==> config.mk <==
export PLATFORM = sky130hd
export DESIGN_NAME = span_overlap_run_coalescer_core
export DESIGN_NICKNAME = d
export VERILOG_FILES = /design/src/design/sorc_pkg.sv /design/src/design/sorc_overlap.sv /design/src/design/sorc_res_queue.sv /design/src/design/span_overlap_run_coalescer_core.sv
export SDC_FILE = /design/constraint.sdc
export NUM_CORES = 2
export LEC_CHECK = 0
export BUFFER_PORTS_ARGS = -buffer_cell sky130_fd_sc_hd__buf_2
export CAP_MARGIN = 10
export CELL_PAD_IN_SITES_DETAIL_PLACEMENT = 0
export CELL_PAD_IN_SITES_GLOBAL_PLACEMENT = 2
export CORE_MARGIN = 8
export CORE_UTILIZATION = 35
export DETAILED_ROUTE_END_ITERATION = 16
export GPL_TIMING_DRIVEN = 0
export PLACE_DENSITY_LB_ADDON = 0.1
export SLEW_MARGIN = 20
export SYNTH_ARGS = -nofsm -noshare
export SYNTH_HDL_FRONTEND = slang
export SYNTH_HIERARCHICAL = 1
export SYNTH_SLANG_ARGS = --single-unit
==> constraint.sdc <==
create_clock -name clk -period 32.4 [get_ports clk]
set_clock_uncertainty 0.05 [all_clocks]
set_input_delay 1.62 -clock clk [delete_from_list [all_inputs] [get_ports clk]]
set_output_delay 1.62 -clock clk [all_outputs]
set_load 0.05 [all_outputs]
==> src/design/sorc_pkg.sv <==
// Shared types and constants for the span overlap run coalescer.
// No dependencies; every other file imports this package.
`default_nettype none

package sorc_pkg;

    // fixed widths of the scroll id and length fields
    localparam int FIELD_W = 32;

    // result queue depth; one item may push two words
    localparam int RES_DEPTH = 4;
    localparam int RES_PTR_W = $clog2(RES_DEPTH);
    localparam int RES_CNT_W = $clog2(RES_DEPTH + 1);

    localparam int CFG_IDX_W = 2;

    typedef enum logic [CFG_IDX_W-1:0] {
        CFG_MEMBER_SCROLL = 2'd0,
        CFG_MEMBER_START  = 2'd1,
        CFG_MEMBER_LENGTH = 2'd2
    } cfg_reg_t;

    typedef struct packed {
        logic last_of_item;
        logic end_of_list;
        logic has_run;
        logic full_coverage;
    } res_flags_t;

endpackage

`default_nettype wire

==> src/design/sorc_overlap.sv <==
// Per-piece overlap, run merge and result selection (combinational).
// Depends on sorc_pkg.
`default_nettype none

module sorc_overlap #(
    parameter int ADDRESS_BITS     = 48,
    parameter int TEXT_OFFSET_BITS = 32,
    localparam int SPAN_W = ((ADDRESS_BITS > sorc_pkg::FIELD_W) ?
                             ADDRESS_BITS : sorc_pkg::FIELD_W) + 1
) (
    input  logic [sorc_pkg::FIELD_W-1:0]   piece_scroll,
    input  logic [ADDRESS_BITS-1:0]        piece_start,
    input  logic [sorc_pkg::FIELD_W-1:0]   piece_length,
    input  logic                           last_piece,
    input  logic [sorc_pkg::FIELD_W-1:0]   member_scroll,
    input  logic [ADDRESS_BITS-1:0]        member_start,
    input  logic [sorc_pkg::FIELD_W-1:0]   member_length,
    input  logic [TEXT_OFFSET_BITS-1:0]    text_offset,
    input  logic                           run_pending,
    input  logic [TEXT_OFFSET_BITS-1:0]    pend_text_start,
    input  logic [TEXT_OFFSET_BITS-1:0]    pend_text_end,
    input  logic [ADDRESS_BITS-1:0]        pend_first_addr,
    input  logic [SPAN_W-1:0]              pend_end_addr,
    output logic [TEXT_OFFSET_BITS-1:0]    text_offset_next,
    output logic                           run_pending_next,
    output logic [TEXT_OFFSET_BITS-1:0]    pend_text_start_next,
    output logic [TEXT_OFFSET_BITS-1:0]    pend_text_end_next,
    output logic [ADDRESS_BITS-1:0]        pend_first_addr_next,
    output logic [SPAN_W-1:0]              pend_end_addr_next,
    output logic                           res0_valid,
    output logic [TEXT_OFFSET_BITS-1:0]    res0_start,
    output logic [TEXT_OFFSET_BITS-1:0]    res0_end,
    output sorc_pkg::res_flags_t           res0_flags,
    output logic                           res1_valid,
    output logic [TEXT_OFFSET_BITS-1:0]    res1_start,
    output logic [TEXT_OFFSET_BITS-1:0]    res1_end,
    output sorc_pkg::res_flags_t           res1_flags
);
    import sorc_pkg::*;

    logic [SPAN_W-1:0]           pa_ext;
    logic [SPAN_W-1:0]           ma_ext;
    logic [SPAN_W-1:0]           pe;
    logic [SPAN_W-1:0]           me;
    logic [ADDRESS_BITS-1:0]     lo;
    logic [SPAN_W-1:0]           lo_ext;
    logic [SPAN_W-1:0]           hi;
    logic [SPAN_W-1:0]           skip;
    logic [SPAN_W-1:0]           span;
    logic                        hit;
    logic                        overlap;
    logic [TEXT_OFFSET_BITS-1:0] at;
    logic [TEXT_OFFSET_BITS-1:0] run_end;
    logic                        cont;
    logic                        emit_mid;
    logic                        mid_full;
    logic                        fin_full;
    res_flags_t                  mid_flags;
    res_flags_t                  fin_flags;
    logic [TEXT_OFFSET_BITS-1:0] fin_start;
    logic [TEXT_OFFSET_BITS-1:0] fin_end;
    logic                        pend_after;
    logic [TEXT_OFFSET_BITS-1:0] ts_after;
    logic [TEXT_OFFSET_BITS-1:0] te_after;
    logic [ADDRESS_BITS-1:0]     fa_after;
    logic [SPAN_W-1:0]           ea_after;

    always_comb
    begin
        pa_ext = SPAN_W'(piece_start);
        ma_ext = SPAN_W'(member_start);
        pe     = pa_ext + SPAN_W'(piece_length);
        me     = ma_ext + SPAN_W'(member_length);
        hit    = (member_length != '0) && (piece_scroll == member_scroll);
        lo     = (piece_start > member_start) ? piece_start : member_start;
        lo_ext = SPAN_W'(lo);
        hi     = (pe < me) ? pe : me;
        overlap = hit && (lo_ext < hi);

        skip    = lo_ext - pa_ext;
        span    = hi - lo_ext;
        at      = text_offset + skip[TEXT_OFFSET_BITS-1:0];
        run_end = at + span[TEXT_OFFSET_BITS-1:0];

        cont     = run_pending && (pend_text_end == at) && (pend_end_addr == lo_ext);
        emit_mid = overlap && !cont && run_pending;

        // pending run as it stands after this piece
        pend_after = run_pending;
        ts_after   = pend_text_start;
        te_after   = pend_text_end;
        fa_after   = pend_first_addr;
        ea_after   = pend_end_addr;
        if (overlap)
        begin
            pend_after = 1'b1;
            te_after   = run_end;
            ea_after   = hi;
            if (!cont)
            begin
                ts_after = at;
                fa_after = lo;
            end
        end

        mid_full = (pend_first_addr == member_start) && (pend_end_addr == me);
        fin_full = (fa_after == member_start) && (ea_after == me);

        mid_flags.full_coverage = mid_full;
        mid_flags.has_run       = 1'b1;
        mid_flags.end_of_list   = 1'b0;
        mid_flags.last_of_item  = !last_piece;

        // end marker carries zero start and end when nothing is pending
        fin_flags.full_coverage = pend_after && fin_full;
        fin_flags.has_run       = pend_after;
        fin_flags.end_of_list   = 1'b1;
        fin_flags.last_of_item  = 1'b1;
        fin_start = pend_after ? ts_after : '0;
        fin_end   = pend_after ? te_after : '0;

        res0_valid = emit_mid || last_piece;
        res0_start = emit_mid ? pend_text_start : fin_start;
        res0_end   = emit_mid ? pend_text_end : fin_end;
        res0_flags = emit_mid ? mid_flags : fin_flags;
        res1_valid = emit_mid && last_piece;
        res1_start = fin_start;
        res1_end   = fin_end;
        res1_flags = fin_flags;

        text_offset_next     = last_piece ? '0 :
                               text_offset + piece_length[TEXT_OFFSET_BITS-1:0];
        run_pending_next     = pend_after && !last_piece;
        pend_text_start_next = ts_after;
        pend_text_end_next   = te_after;
        pend_first_addr_next = fa_after;
        pend_end_addr_next   = ea_after;
    end

endmodule

`default_nettype wire

==> src/design/sorc_res_queue.sv <==
// Result word queue: takes up to two words per cycle, hands out one per cycle while head_ready is high.
// Depends on sorc_pkg.
`default_nettype none

module sorc_res_queue #(
    parameter int WIDTH = 68
) (
    input  logic             clk,
    input  logic             rst_n,
    input  logic             push0,
    input  logic [WIDTH-1:0] push0_data,
    input  logic             push1,
    input  logic [WIDTH-1:0] push1_data,
    output logic             room,
    output logic             head_valid,
    output logic [WIDTH-1:0] head_data,
    input  logic             head_ready
);
    import sorc_pkg::*;

    logic [WIDTH-1:0]     mem [RES_DEPTH];
    logic [RES_PTR_W-1:0] wr_ptr_reg;
    logic [RES_PTR_W-1:0] wr_ptr_next;
    logic [RES_PTR_W-1:0] rd_ptr_reg;
    logic [RES_PTR_W-1:0] rd_ptr_next;
    logic [RES_CNT_W-1:0] count_reg;
    logic [RES_CNT_W-1:0] count_next;
    logic                 pop;

    always_comb
    begin
        head_valid  = (count_reg != '0);
        head_data   = mem[rd_ptr_reg];
        // two free slots, regardless of a pop this cycle
        room        = (count_reg <= RES_CNT_W'(RES_DEPTH - 2));
        pop         = head_valid && head_ready;
        wr_ptr_next = wr_ptr_reg + RES_PTR_W'(push0) + RES_PTR_W'(push1);
        rd_ptr_next = rd_ptr_reg + RES_PTR_W'(pop);
        count_next  = count_reg + RES_CNT_W'(push0) + RES_CNT_W'(push1) - RES_CNT_W'(pop);
    end

    always_ff @(posedge clk or negedge rst_n)
    begin
        if (!rst_n)
        begin
            wr_ptr_reg <= '0;
            rd_ptr_reg <= '0;
            count_reg  <= '0;
        end
        else
        begin
            wr_ptr_reg <= wr_ptr_next;
            rd_ptr_reg <= rd_ptr_next;
            count_reg  <= count_next;
        end
    end

    always_ff @(posedge clk)
    begin
        if (push0)
        begin
            mem[wr_ptr_reg] <= push0_data;
        end
        if (push1)
        begin
            mem[wr_ptr_reg + RES_PTR_W'(1)] <= push1_data;
        end
    end

endmodule

`default_nettype wire

==> src/design/span_overlap_run_coalescer_core.sv <==
// Span overlap run coalescer: top level with input register, run state,
// member registers and result queue. Depends on sorc_pkg, sorc_overlap, sorc_res_queue.
// A piece taken waits in the input register until the result queue has room for it.
// Throughput: one piece per cycle while pieces yield at most one word and m_tready
// is high; a two-word piece needs two output transfers through the single-word port.
// Reset clears the member registers, the run state and the queue; no clearing pass.
`default_nettype none

module span_overlap_run_coalescer_core #(
    parameter int ADDRESS_BITS     = 48,
    parameter int TEXT_OFFSET_BITS = 32,
    localparam int IN_W   = ((2 * sorc_pkg::FIELD_W + ADDRESS_BITS + 7) / 8) * 8,
    localparam int OUT_W  = ((2 * TEXT_OFFSET_BITS + 7) / 8) * 8,
    localparam int CFG_W  = (ADDRESS_BITS > sorc_pkg::FIELD_W) ?
                            ADDRESS_BITS : sorc_pkg::FIELD_W
) (
    input  logic                             clk,
    input  logic                             rst_n,
    // piece_scroll, piece_start, piece_length, zero fill
    input  logic [IN_W-1:0]                  s_tdata,
    input  logic                             s_tlast,   // last_piece
    input  logic                             s_tvalid,
    output logic                             s_tready,
    // run_text_start, run_text_end, zero fill
    output logic [OUT_W-1:0]                 m_tdata,
    // full_coverage, has_run, last_of_item
    output logic [2:0]                       m_tuser,
    output logic                             m_tlast,   // end_of_list
    output logic                             m_tvalid,
    input  logic                             m_tready,
    input  logic                             cfg_valid,
    output logic                             cfg_ready,
    input  logic [sorc_pkg::CFG_IDX_W-1:0]   cfg_index,
    input  logic [CFG_W-1:0]                 cfg_data
);
    import sorc_pkg::*;

    localparam int SPAN_W = CFG_W + 1;
    localparam int T      = TEXT_OFFSET_BITS;
    localparam int RES_W  = 2 * T + $bits(res_flags_t);

    logic                    in_valid_reg;
    logic [FIELD_W-1:0]      in_scroll_reg;
    logic [ADDRESS_BITS-1:0] in_start_reg;
    logic [FIELD_W-1:0]      in_length_reg;
    logic                    in_last_reg;

    logic [FIELD_W-1:0]      member_scroll_reg;
    logic [ADDRESS_BITS-1:0] member_start_reg;
    logic [FIELD_W-1:0]      member_length_reg;

    logic [T-1:0]            text_offset_reg;
    logic [T-1:0]            text_offset_next;
    logic                    run_pending_reg;
    logic                    run_pending_next;
    logic [T-1:0]            pend_text_start_reg;
    logic [T-1:0]            pend_text_start_next;
    logic [T-1:0]            pend_text_end_reg;
    logic [T-1:0]            pend_text_end_next;
    logic [ADDRESS_BITS-1:0] pend_first_addr_reg;
    logic [ADDRESS_BITS-1:0] pend_first_addr_next;
    logic [SPAN_W-1:0]       pend_end_addr_reg;
    logic [SPAN_W-1:0]       pend_end_addr_next;

    logic                    res0_valid;
    logic [T-1:0]            res0_start;
    logic [T-1:0]            res0_end;
    res_flags_t              res0_flags;
    logic                    res1_valid;
    logic [T-1:0]            res1_start;
    logic [T-1:0]            res1_end;
    res_flags_t              res1_flags;

    logic                    room;
    logic                    consume;
    logic                    in_take;
    logic                    head_valid;
    logic [RES_W-1:0]        head_data;
    res_flags_t              head_flags;

    assign consume   = in_valid_reg && room;
    assign s_tready  = !in_valid_reg || consume;
    assign in_take   = s_tvalid && s_tready;
    assign cfg_ready = 1'b1;

    always_ff @(posedge clk or negedge rst_n)
    begin
        if (!rst_n)
        begin
            in_valid_reg <= 1'b0;
        end
        else if (in_take)
        begin
            in_valid_reg <= 1'b1;
        end
        else if (consume)
        begin
            in_valid_reg <= 1'b0;
        end
    end

    always_ff @(posedge clk)
    begin
        if (in_take)
        begin
            in_scroll_reg <= s_tdata[FIELD_W-1:0];
            in_start_reg  <= s_tdata[FIELD_W +: ADDRESS_BITS];
            in_length_reg <= s_tdata[FIELD_W + ADDRESS_BITS +: FIELD_W];
            in_last_reg   <= s_tlast;
        end
    end

    always_ff @(posedge clk or negedge rst_n)
    begin
        if (!rst_n)
        begin
            member_scroll_reg <= '0;
            member_start_reg  <= '0;
            member_length_reg <= '0;
        end
        else if (cfg_valid && cfg_ready)
        begin
            unique case (cfg_index)
                CFG_MEMBER_SCROLL: member_scroll_reg <= cfg_data[FIELD_W-1:0];
                CFG_MEMBER_START:  member_start_reg  <= cfg_data[ADDRESS_BITS-1:0];
                CFG_MEMBER_LENGTH: member_length_reg <= cfg_data[FIELD_W-1:0];
                default:
                begin
                end
            endcase
        end
    end

    sorc_overlap #(
        .ADDRESS_BITS     (ADDRESS_BITS),
        .TEXT_OFFSET_BITS (TEXT_OFFSET_BITS)
    ) u_overlap (
        .piece_scroll         (in_scroll_reg),
        .piece_start          (in_start_reg),
        .piece_length         (in_length_reg),
        .last_piece           (in_last_reg),
        .member_scroll        (member_scroll_reg),
        .member_start         (member_start_reg),
        .member_length        (member_length_reg),
        .text_offset          (text_offset_reg),
        .run_pending          (run_pending_reg),
        .pend_text_start      (pend_text_start_reg),
        .pend_text_end        (pend_text_end_reg),
        .pend_first_addr      (pend_first_addr_reg),
        .pend_end_addr        (pend_end_addr_reg),
        .text_offset_next     (text_offset_next),
        .run_pending_next     (run_pending_next),
        .pend_text_start_next (pend_text_start_next),
        .pend_text_end_next   (pend_text_end_next),
        .pend_first_addr_next (pend_first_addr_next),
        .pend_end_addr_next   (pend_end_addr_next),
        .res0_valid           (res0_valid),
        .res0_start           (res0_start),
        .res0_end             (res0_end),
        .res0_flags           (res0_flags),
        .res1_valid           (res1_valid),
        .res1_start           (res1_start),
        .res1_end             (res1_end),
        .res1_flags           (res1_flags)
    );

    // advance the run state only when the piece is taken into the queue
    always_ff @(posedge clk or negedge rst_n)
    begin
        if (!rst_n)
        begin
            text_offset_reg     <= '0;
            run_pending_reg     <= 1'b0;
            pend_text_start_reg <= '0;
            pend_text_end_reg   <= '0;
            pend_first_addr_reg <= '0;
            pend_end_addr_reg   <= '0;
        end
        else if (consume)
        begin
            text_offset_reg     <= text_offset_next;
            run_pending_reg     <= run_pending_next;
            pend_text_start_reg <= pend_text_start_next;
            pend_text_end_reg   <= pend_text_end_next;
            pend_first_addr_reg <= pend_first_addr_next;
            pend_end_addr_reg   <= pend_end_addr_next;
        end
    end

    sorc_res_queue #(
        .WIDTH (RES_W)
    ) u_res_queue (
        .clk        (clk),
        .rst_n      (rst_n),
        .push0      (consume && res0_valid),
        .push0_data ({res0_flags, res0_end, res0_start}),
        .push1      (consume && res1_valid),
        .push1_data ({res1_flags, res1_end, res1_start}),
        .room       (room),
        .head_valid (head_valid),
        .head_data  (head_data),
        .head_ready (m_tready)
    );

    always_comb
    begin
        head_flags = head_data[RES_W-1 -: $bits(res_flags_t)];
        m_tvalid   = head_valid;
        m_tdata    = OUT_W'(head_data[2*T-1:0]);
        m_tuser    = {head_flags.last_of_item, head_flags.has_run, head_flags.full_coverage};
        m_tlast    = head_flags.end_of_list;
    end

endmodule

`default_nettype wire
* Word level (Yosys, flattened, before mapping)
Memories as Yosys holds them, arrays and structs flattened.
Index checks and enable logic that the tools add are counted.
** Storage, ports and cells
- Bits of input ports :: 168
- Memories :: 1
- Register bits :: 427
- Output and inout port bits :: 71
- Word-level logic and storage cells :: 94
- Bits in writable memories :: 272
** Memory list
- u_res_queue.mem :: depth 4, width 68, read ports 1, clocked after memory_dff 0, wr ports 2, line sorc_res_queue.sv:21 : logic [WIDTH-1:0] mem [RES_DEPTH];
** Cells by class
- Muxes and demuxes :: 21
- Add/subtract/negate cells :: 14
- Reductions and logical operators :: 28
- Equality and inequality tests :: 9
- Order comparisons :: 4
** Operators by type and width (number)
- 32-bit two-way mux :: 8
- 48-bit two-way mux :: 3
- 48-bit by 32-bit adder with 49-bit output :: 2
- 49-bit == test :: 2
- 49-bit two-way mux :: 2
- 32-bit adder :: 3
- 48-bit == test :: 2
- 32-bit == test :: 2
- 32-bit subtractor :: 2
- 49-bit by 48-bit == test with 1-bit output :: 1
- 48-bit by 49-bit less-than comparator with 1-bit output :: 1
- 49-bit less-than comparator :: 1
- 48-bit greater-than comparator :: 1
- 32-bit nonzero test :: 1
- 1-bit logical AND :: 16
- 1-bit two-way mux :: 7
- 2-bit by 1-bit adder with 2-bit output :: 3
- 3-bit by 1-bit adder with 3-bit output :: 2
- 2-bit AND reduction :: 3
- 4-bit two-way mux :: 1
- 3-bit by 2-bit <= comparator with 1-bit output (second input constant) :: 1
- 1-bit logical NOT :: 3
- 3-bit nonzero test :: 1
- 3-bit by 1-bit subtractor with 3-bit output :: 1
- other kinds (6) :: 7

* Longest topological paths before layout
- Depth in word-level cells :: 15
- Gate-level depth with buffers :: 54
- Depth with buffers taken out :: 51

* Modules after synthesis
The synthesis kept the hierarchy.
** Modules (own cells, without submodules)
- sorc_overlap :: times used 1, area each 22905.7 um^2, seq. area each 0.0 um^2, cells an instance 3396
- span_overlap_run_coalescer_core :: times used 1, area each 14893.0 um^2, seq. area each 11075.6 um^2, cells an instance 769
- sorc_res_queue :: times used 1, area each 13513.0 um^2, seq. area each 8343.0 um^2, cells an instance 695

* Worst setup path after synthesis
OpenSTA, ideal clock, no wires.
- Kind :: register to register
- Start :: reg member_start_reg[0]
- End :: mem u_res_queue.mem[0][0], enable pin
- Clock period less this slack :: 15251 ps
- Slack :: 17149 ps
- Library setup time :: 588 ps
- Path buffers :: 6
- Data arrival time :: 14613 ps
- Required time :: 31762 ps
- Stages on the path, launching flop included :: 48
- Cell sequence :: dfrtp_1 -> ha_1 -> inv_1 -> fa_1 -> nand2b_1 -> a21oi_1 -> o31ai_1 -> a31oi_1 -> a31o_2 -> a31o_2 -> a41oi_2 -> o21ai_0 -> nand3_1 -> xnor2_1 -> ha_1 -> a21o_1 -> a21o_1 -> a21oi_1 -> [12 not listed] -> ha_1 -> a21o_1 -> a21o_1 -> a21o_1 -> a21o_1 -> a21oi_1 -> o221a_2 -> o211ai_1 -> a211oi_1 -> o311a_1 -> buf_4 -> buf_2 -> and3_1 -> clkbuf_1 -> or2_2 -> and3_1 -> nand2b_1 -> o21ai_0
** RTL lines
- start, declared :: line span_overlap_run_coalescer_core.sv:49 : logic [ADDRESS_BITS-1:0] member_start_reg;
- start signal, assigned :: line span_overlap_run_coalescer_core.sv:125 : CFG_MEMBER_START: member_start_reg <= cfg_data[ADDRESS_BITS-1:0];
- end, declared :: line sorc_res_queue.sv:21

==> flow_summary.toml <==
[clocking]
cts_buffers = 86
postCtsHoldBufs = 0
htreeDepth = 3
clk_pin_slew_ns = 0.06
clock_sinks = 699
cts_resized = 0
clk_path_buf_depth = 3
cts_tree = "built"
insertion_delay_ns = 0.72
cts_setup_buffers = 0
root_buffer = "clkbuf_16"

[sta]
finalHoldViolCount = 0
worst_pin_slew_ns = 1.26
setup_tns_ns = 0
slew_violations = 0
fmax_mhz = 57.1
rsz0062_at_grt = "false"
relSlewSlack_pct = 15.8
finalCritPeriodShare_pct = 54.0
period_needed_ns = 17.50
setup_viol = 0

[logic_synthesis]
synthArstFlopShare_pct = 44.9
ys_ff_latch = 699
synth_cells = 4860
synth_edf_count = 385
yosysTopAreaCell = "edfxtp_1"
synth_ff_type = "edfxtp_1"
avgSynthCellArea_um2 = 10.6
synth-seq-area-share_pct = 37.8
netlist_area_um2 = 51300
synth_warnings = 6
yosysTopAreaCellShare_pct = 22.5
synth_cell_types = 98
synth.area.top_cells = "edfxtp_1 (23%), dfrtp_1 (15%), mux2_2 (13%)"

[cells_and_area]
drive_gt1_share_pct = 23.8
largest_reg_flops = 272
final_net_count = 5790
area_growth_pct = 14.6

[floorplan]
start_util_pct = 35.3
die_y_um = 399
io_pins = 239
dieWidth_um = 399
core_um2 = 146000
dieArea_um2 = 159000
rows = 140

[setup_path]
critical_path_class = "register to register"
critPathArrivalTime_ns = 18.02
cp_slowest_cell = "dfrtp_1"
required_ns = 32.91
cp-start-kind = "register"
max_stage_delay_ns = 1.07
crit_fanout = 10
cp_common_cell = "a21oi_1"
end_kind = "register"

[global_routing]
grt_pass1_vias = 40600
grt_max_degree = 85
antenna_found_initial = 8
grt_pass1_wl_mm = 324
globalRouteMet2Util_pct = 47.6
grtUsageMet3_pct = 5.09
met1_usage_pct = 36.2
gr-max-usage-layer = "met2"
overflow = 0
track_usage_pct = 28.8

[worst_hold_path]
hold_class = "register to register"

[job]
maxCapViolations = 0

[routing]
routed_wl_mm = 235
drc = 0
viasPerCell = 5.61
ant_nets = 0
wl_per_cell_um = 32.5
dr.pass1.iters = 8
vias = 40400
drtIter0Drc = 3222

[status]
status = "completed"

[placement]
gp_congestion = 1.01
hpwlAfterDp_mm = 193
port_buffers = 237
final cells by class:
cell class / instances / area, µm²
buffer: 188 / 1040
multi-input combinational: 3557 / 29600
fill: 14400 / 86800
clock inverter: 54 / 559
inverter: 417 / 1570
timing repair buffer: 273 / 1890
sequential: 699 / 19400
antenna: 1 / 2.50
clock buffer: 105 / 2350
tap: 1917 / 2400
worst paths after layout:
kind | start | endpoint | slack [ns] | cells after the start
setup / recovery | member_start_reg[0] | u_res_queue/mem[3][64] | 14.90 | 45
hold / removal | u_res_queue/rd_ptr_reg[0] | u_res_queue/rd_ptr_reg[0] | 0.45 | 1
setup reg to reg | member_start_reg[0] | u_res_queue/mem[3][64] | 14.90 | 45
hold reg to reg | u_res_queue/rd_ptr_reg[0] | u_res_queue/rd_ptr_reg[0] | 0.45 | 1
max in group asynchronous | rst_n | pend_text_start_reg[23] | 30.40 | 3
min in group asynchronous | rst_n | member_scroll_reg[0] | 0.78 | 1
synth_stat cells, types with 11 or more instances:
cell type and n:
or2_2 19, o211ai_1 21, inv_1 414, a211oi_1 31
nor4_1 59, buf_1 22, mux2i_1 69, buf_2 43
mux2_1 24, o21a_1 27, fa_1 68, nor2b_1 22
nand3_1 66, nor3_1 55, clkbuf_1 71, o22ai_1 45
edfxtp_1 385, nand2_1 438, a21oi_1 236, o21bai_1 19
or3_1 19, a2111oi_0 11, mux4_2 68, and2_1 69
dfrtp_1 314, buf_6 23, ha_1 332, a21o_1 109
nor2_1 235, xnor2_1 229, a221oi_1 27, mux2_2 592
a31oi_1 12, nand4_1 61, o2111ai_1 13, buf_4 29
o21ai_0 162, and3_1 33, o31ai_1 13, xor2_1 167
nand2b_1 39
cell families (layout without fill, tap and decap cells):
family                     count (synthesis)  in the layout  share of synthesized area (%)
xor gates and xnor gates                 396            396                           6.76
and+or+nand+nor                         1167           1167                           11.0
DFF                                      699            699                           37.8
other                                      2              4                         0.0146
muxes                                    753            753                           17.8
adders and majority gates                400            400                           10.7
buffers and inverters                    605           1037                           5.08
AOI/OAI and AO/OA                        838            838                           10.7
layer usage:
layer | wire length [µm] | part of all wire (%)
met1 | 98100 | 42
met5 | 11 | 0.0047
met4 | 13800 | 5.9
met2 | 109000 | 47
met3 | 13300 | 5.7
critical path: cells and delay by family, from the launching register on:
family | cells | cell delay, ns
AOI/OAI and AO/OA | 20 | 5.30
adders and majority gates | 4 | 1.44
DFF | 1 | 1.07
muxes | 3 | 1.52
xor gates and xnor gates | 1 | 0.53
buffers and inverters | 7 | 3.11
and+or+nand+nor | 10 | 4.27
cell usage in the layout, fill, tap and decap left out, drive strengths merged, types with 12 or more instances in the layout:
cell type,n
nor3,56
nand4,61
o21ai,169
a2111oi,13
nor2b,22
clkinv,38
buf,390
mux4,68
a31oi,12
a21o,109
and2,70
o21bai,19
a21oi,236
inv,418
nand2b,39
mux2i,69
ha,332
mux2,616
o21a,27
edfxtp,385
nor4,60
a221oi,27
o211ai,22
nand3,68
a211oi,32
or3,19
dfrtp,314
xor2,167
o2111ai,13
and3,33
clkbuf,176
or2,21
xnor2,229
o22ai,45
nor2,236
o31ai,13
nand2,438
fa,68
metrics by stage:
step	cells	hold WS [ns]	area (µm²)	utilization (%)	setup WS (ns)
floorplan	4861	0.423	51300	-	17.15
global placement	7015	0.432	54900	37.7	6.08
detailed placement	7051	0.441	55900	38.4	15.39
CTS	7210	0.455	58800	40.4	15.32
global route	7210	0.460	58800	40.4	14.65
finish	7211	0.452	58800	40.4	14.90
Power is not shown: default switching activity piles up to over one toggle a cycle in this logic, so the estimate is an artifact.
